--- src/rtl/chm_pkg.sv ---
package chm_pkg;

   localparam int Buckets    = 1024;
   localparam int PoolNodes  = 4096;
   localparam int KeyBits    = 32;
   localparam int ValueBits  = 32;
   localparam int BucketBits = $clog2(Buckets);
   localparam int NodeBits   = $clog2(PoolNodes);
   localparam int RefBits    = NodeBits + 1;
   localparam int CountBits  = 11;
   localparam int QueueDepth = 2;

   localparam logic [1:0] MODE_LOOKUP = 2'd0;
   localparam logic [1:0] MODE_SET    = 2'd1;
   localparam logic [1:0] MODE_TOUCH  = 2'd2;

   typedef struct packed {
      logic [1:0]           mode;
      logic [KeyBits-1:0]   key;
      logic [ValueBits-1:0] value;
   } req_type;

   typedef struct packed {
      logic                 found;
      logic [ValueBits-1:0] value_out;
      logic                 pool_full;
      logic [12:0]          entry_count;
   } rsp_type;

   // classified item passed from front to back
   typedef struct packed {
      logic [1:0]            mode;
      logic [KeyBits-1:0]    key;
      logic [ValueBits-1:0]  value;
      logic [BucketBits-1:0] bucket;
   } job_type;

endpackage

--- src/rtl/chm_queue.sv ---
module chm_queue import chm_pkg::*; (
   input  logic    clock,
   input  logic    reset,
   input  logic    in_valid,
   output logic    in_stall,
   input  job_type in_data,
   output logic    out_valid,
   input  logic    out_stall,
   output job_type out_data
);

   localparam int PtrBits = $clog2(QueueDepth);

   job_type            slot_ff [QueueDepth];
   logic [PtrBits-1:0] wr_ff, rd_ff;
   logic [PtrBits:0]   fill_ff;
   logic               push, pop;

   assign in_stall  = (32'(fill_ff) == QueueDepth);
   assign out_valid = (fill_ff != '0);
   assign out_data  = slot_ff[rd_ff];
   assign push = in_valid && !in_stall;
   assign pop  = out_valid && !out_stall;

   always_ff @(posedge clock) begin
      if (push) begin
         slot_ff[wr_ff] <= in_data;
      end
   end

   always_ff @(posedge clock) begin
      if (reset) begin
         wr_ff   <= '0;
         rd_ff   <= '0;
         fill_ff <= '0;
      end else begin
         if (push) begin
            wr_ff <= (32'(wr_ff) == QueueDepth - 1) ? '0 : wr_ff + PtrBits'(1);
         end
         if (pop) begin
            rd_ff <= (32'(rd_ff) == QueueDepth - 1) ? '0 : rd_ff + PtrBits'(1);
         end
         fill_ff <= fill_ff + (PtrBits+1)'(push) - (PtrBits+1)'(pop);
      end
   end

endmodule

--- config.mk ---
export PLATFORM = sky130hd
export DESIGN_NAME = chm_queue
export DESIGN_NICKNAME = d
export VERILOG_FILES = /design/src/rtl/chm_pkg.sv /design/src/rtl/chm_queue.sv
export SDC_FILE = /design/constraint.sdc
export NUM_CORES = 1
export LEC_CHECK = 0
export BUFFER_PORTS_ARGS = -buffer_cell sky130_fd_sc_hd__buf_4
export CAP_MARGIN = 20
export CORE_ASPECT_RATIO = 1.25
export CORE_MARGIN = 1
export CORE_UTILIZATION = 40
export CTS_CLUSTER_SIZE = 28
export DETAILED_ROUTE_END_ITERATION = 16
export GPL_ROUTABILITY_DRIVEN = 0
export PLACE_DENSITY = 0.66
export SKIP_LAST_GASP = 1
export SLEW_MARGIN = 5
export SYNTH_ARGS = -nofsm -noshare
export SYNTH_HDL_FRONTEND = slang
export SYNTH_SLANG_ARGS = --single-unit
--- constraint.sdc ---
create_clock -name clock -period 2.6 [get_ports clock]
set_input_delay 0.26 -clock clock [delete_from_list [all_inputs] [get_ports clock]]
set_output_delay 0.26 -clock clock [all_outputs]
set_load 0.01 [all_outputs]
==> impl_metrics.prom <==
# TYPE chip_impl_metric gauge
chip_impl_info{name="worst_setup_path_end_kind",value="primary output"} 1
chip_impl_metric{name="via_per_inst",unit=""} 4.774
chip_impl_metric{name="post_cts_hold_buffer_count",unit=""} 0
chip_impl_info{name="rsz0062_at_grt",value="no"} 1
chip_impl_metric{name="clock_latency",unit="ns"} 0.40
chip_impl_info{name="result_of_the_run",value="completed"} 1
chip_impl_metric{name="clock_path_buffers",unit=""} 2
chip_impl_metric{name="drtIter0Drc",unit=""} 95
chip_impl_metric{name="critPathMaxStageDelay",unit="ns"} 0.57
chip_impl_metric{name="slew_viols_final",unit=""} 0
chip_impl_metric{name="yosysWarnings",unit=""} 0
chip_impl_info{name="min-delay-path-class",value="in2reg"} 1
chip_impl_metric{name="setup_violations",unit=""} 0
chip_impl_metric{name="cts-htree-levels",unit=""} 4
chip_impl_metric{name="worstPathArrival",unit="ns"} 1.87
chip_impl_metric{name="postCtsSetupBuffers",unit=""} 0
chip_impl_metric{name="layout-drive-gt1-share",unit="%"} 60.31
chip_impl_metric{name="skew",unit="ns"} 0.007195
chip_impl_metric{name="cts_made_buffers",unit=""} 17
chip_impl_metric{name="port-buffer-count",unit=""} 157
chip_impl_metric{name="ant_nets",unit=""} 0
chip_impl_metric{name="detailed_place_hpwl",unit="µm"} 6756
chip_impl_metric{name="summed_negative_setup_slack_over_all_endpoints",unit="ns"} 0
chip_impl_metric{name="power_leakage",unit="nW"} 3.034
chip_impl_metric{name="post-synth-top-area-fraction",unit="%"} 77.68
chip_impl_info{name="critPathKind",value="reg2out"} 1
chip_impl_info{name="cp_top_family",value="flip-flops"} 1
chip_impl_info{name="synthFlopType",value="edfxtp_1"} 1
chip_impl_info{name="synthTopCellsByArea",value="edfxtp_1 (78%), mux2_4 (10%), mux2_2 (6.9%)"} 1
chip_impl_metric{name="cp_num_buf_inv",unit=""} 2
chip_impl_info{name="synth_most_common_cell",value="edfxtp_1"} 1
chip_impl_metric{name="floorplan.die.height",unit="µm"} 137.5
chip_impl_metric{name="grt_pass1_vias",unit=""} 3158
chip_impl_metric{name="cap_viol_max_count",unit=""} 0
chip_impl_metric{name="num_io_pins",unit=""} 158
chip_impl_metric{name="number_of_antenna_violations_at_the_first_check_in_global_routing",unit=""} 0
chip_impl_metric{name="clock.fmax",unit="GHz"} 0.4697
chip_impl_metric{name="min_period",unit="ns"} 2.129
chip_impl_metric{name="drc",unit=""} 0
chip_impl_metric{name="groute.usage.overall",unit="%"} 13.55
chip_impl_metric{name="vdd_drop_max",unit="V"} 0.0006866
chip_impl_metric{name="final.period_utilization",unit="%"} 81.88
chip_impl_metric{name="synth_area_per_cell",unit="µm²"} 22.17
chip_impl_metric{name="max_slew.worst_pin.slew",unit="ns"} 0.5654
chip_impl_metric{name="routed_wirelength",unit="µm"} 10420
chip_impl_metric{name="cts.sinks",unit=""} 157
chip_impl_metric{name="first_pass_grt_wire_length",unit="µm"} 15410
chip_impl_info{name="slowest_stage",value="dfxtp_4"} 1
chip_impl_metric{name="diodes",unit=""} 0
chip_impl_metric{name="synthesized_flop_and_latch_total",unit=""} 157
chip_impl_metric{name="areaGrowthSynthToFinish",unit="%"} 34.33
chip_impl_metric{name="synth_nets",unit=""} 347
chip_impl_metric{name="routed-via-count",unit=""} 3003
chip_impl_metric{name="netlist_instances",unit=""} 265
chip_impl_metric{name="largest_net_degree_at_the_start_of_global_routing",unit=""} 42
chip_impl_metric{name="cts_resized",unit=""} 0
chip_impl_info{name="yosysTopAreaCell",value="edfxtp_1"} 1
chip_impl_metric{name="synthArstFlopShare",unit="%"} 0
chip_impl_info{name="cts_tree",value="yes"} 1
chip_impl_metric{name="timing.final.hold_violations",unit=""} 0
chip_impl_metric{name="clkSlewWorstSetupHoldPaths",unit="ns"} 0.06
chip_impl_metric{name="gr-total-overflow",unit=""} 0
chip_impl_metric{name="die_x",unit="µm"} 110.4
chip_impl_metric{name="routedWlPerCell",unit="µm"} 16.57
chip_impl_metric{name="final_net_count",unit=""} 520
chip_impl_metric{name="design.core.area",unit="µm²"} 14350
chip_impl_metric{name="placement_rows",unit=""} 49
chip_impl_metric{name="synth-edff-count",unit=""} 152
chip_impl_metric{name="p_per_area",unit="nW/µm²"} 996.5
chip_impl_info{name="worstSetupStartpointType",value="flip-flop"} 1
chip_impl_metric{name="path_max_fanout",unit=""} 21
chip_impl_metric{name="timing.critical_path.required",unit="ns"} 2.34
chip_impl_metric{name="dieArea",unit="µm²"} 15180
chip_impl_info{name="path_cells",value="buf_4, mux2_2, buf_4"} 1
chip_impl_metric{name="timing.max_slew.rel_slack",unit="%"} 62.31
chip_impl_metric{name="seq_area_frac_synth",unit="%"} 79.39
chip_impl_info{name="top_cell_types_by_occurrence_after_synthesis",value="edfxtp_1 (152), mux2_4 (40), mux2_2 (36)"} 1
chip_impl_metric{name="synth_unique_cells",unit=""} 20
chip_impl_metric{name="syn-cell-area",unit="µm²"} 5876
chip_impl_info{name="cts_root_buf",value="clkbuf_16"} 1
chip_impl_metric{name="initial_utilization",unit="%"} 40.96
chip_impl_metric{name="detail_route.first_pass.iterations",unit=""} 4
chip_impl_metric{name="timing.hold.ws",unit="ns"} 0.03744
chip_impl_info{name="critical_path.most_common_cell",value="buf_4"} 1
## worst reg2reg max path, stage by stage, from the launching register on
cell and delay (ns):
dfxtp_1 0.35, nand2b_2 0.15, inv_1 0.06, or3_1 0.37, clkinvlp_4 0.10, buf_4 0.46
## final cells by class
type	instances	area (µm²)
multi-input cells	95	1130
repair buffers	162	1241
flip-flops and latches	157	4668
well taps	178	222.7
clock buffers	20	446.7
inverters	5	22.52
clock inverters	12	161.4
fillers	1181	6454
## state kept, by name, summed over array words and instances (netlist names), named ones only
register / cells
wr_ff: 1
fill_ff: 2
rd_ff: 1
slot_ff: 152
## worst paths after layout
| path | from | end | slack, ns | cells past startpoint |
|---|---|---|---|---|
| max | flip-flop | out_data[71] | 0.47 | 3 |
| min | in_data[74] | slot_ff[1][74]$_DFFE_PP_ | 0.04 | 1 |
| max reg2reg | fill_ff[0]$_SDFF_PP0_ | slot_ff[0][56]$_DFFE_PP_ | 0.73 | 5 |
| min reg2reg | rd_ff$_SDFFE_PP0P_ | flip-flop | 0.51 | 2 |
## layout by cell type, fill, tap and decap left out, types with 3 or more instances in the layout
cell type,count
mux2_2,36
clkinvlp_4,4
bufinv_16,3
mux2_4,40
edfxtp_1,152
nor2_1,3
clkbuf_16,17
buf_4,160
inv_6,3
dfxtp_1,4
a21oi_1,3
inv_1,4
## through the flow
step | cells | instance area (µm²) | setup slack [ns] | power (mW) | utilization, %
detailed placement | 597 | 7284 | 0.7268 | 5.438 | 50.78
global route | 629 | 7893 | 0.3844 | 8.193 | 55.01
finish | 629 | 7893 | 0.4711 | 7.865 | 55.01
CTS | 629 | 7893 | 0.4302 | 7.968 | 55.01
global placement | 597 | 7284 | 0.7707 | 5.388 | 50.78
floorplan | 265 | 5881 | 0.3435 | 4.540 | -
## cells by family (layout without fill, tap and decap cells)
kind of cell / count (synthesis) / count (layout) / share of synthesized area [%]
adder cells (fa/ha/maj): 2 / 2 / 0.4258
multiplexers: 76 / 76 / 17.12
buffers and inverters: 13 / 199 / 1.469
AO/OA/AOI/OAI: 5 / 5 / 0.4258
flip-flops: 157 / 157 / 79.39
AND/OR/NAND/NOR: 11 / 11 / 1.022
XOR/XNOR: 1 / 1 / 0.1491
## power breakdown
group	internal (mW)	leakage (nW)	total, mW	switching [mW]
Sequential	3.23	1.46	3.36	0.135
Combinational	1.09	1.28	1.98	0.890
Clock	1.55	0.288	2.52	0.971
## per-layer routing
| layer | up-vias | part of all wire (%) | track usage [%] |
|---|---|---|---|
| met2 | 91 | 56 | 24.98 |
| met5 | - | 0 | 0 |
| met3 | 8 | 6.4 | 5.191 |
| met4 | 0 | 1.0 | 5.778 |
| li1 | 1383 | - | - |
| met1 | 1521 | 37 | 13.68 |
(Power assumes the default switching activity.)
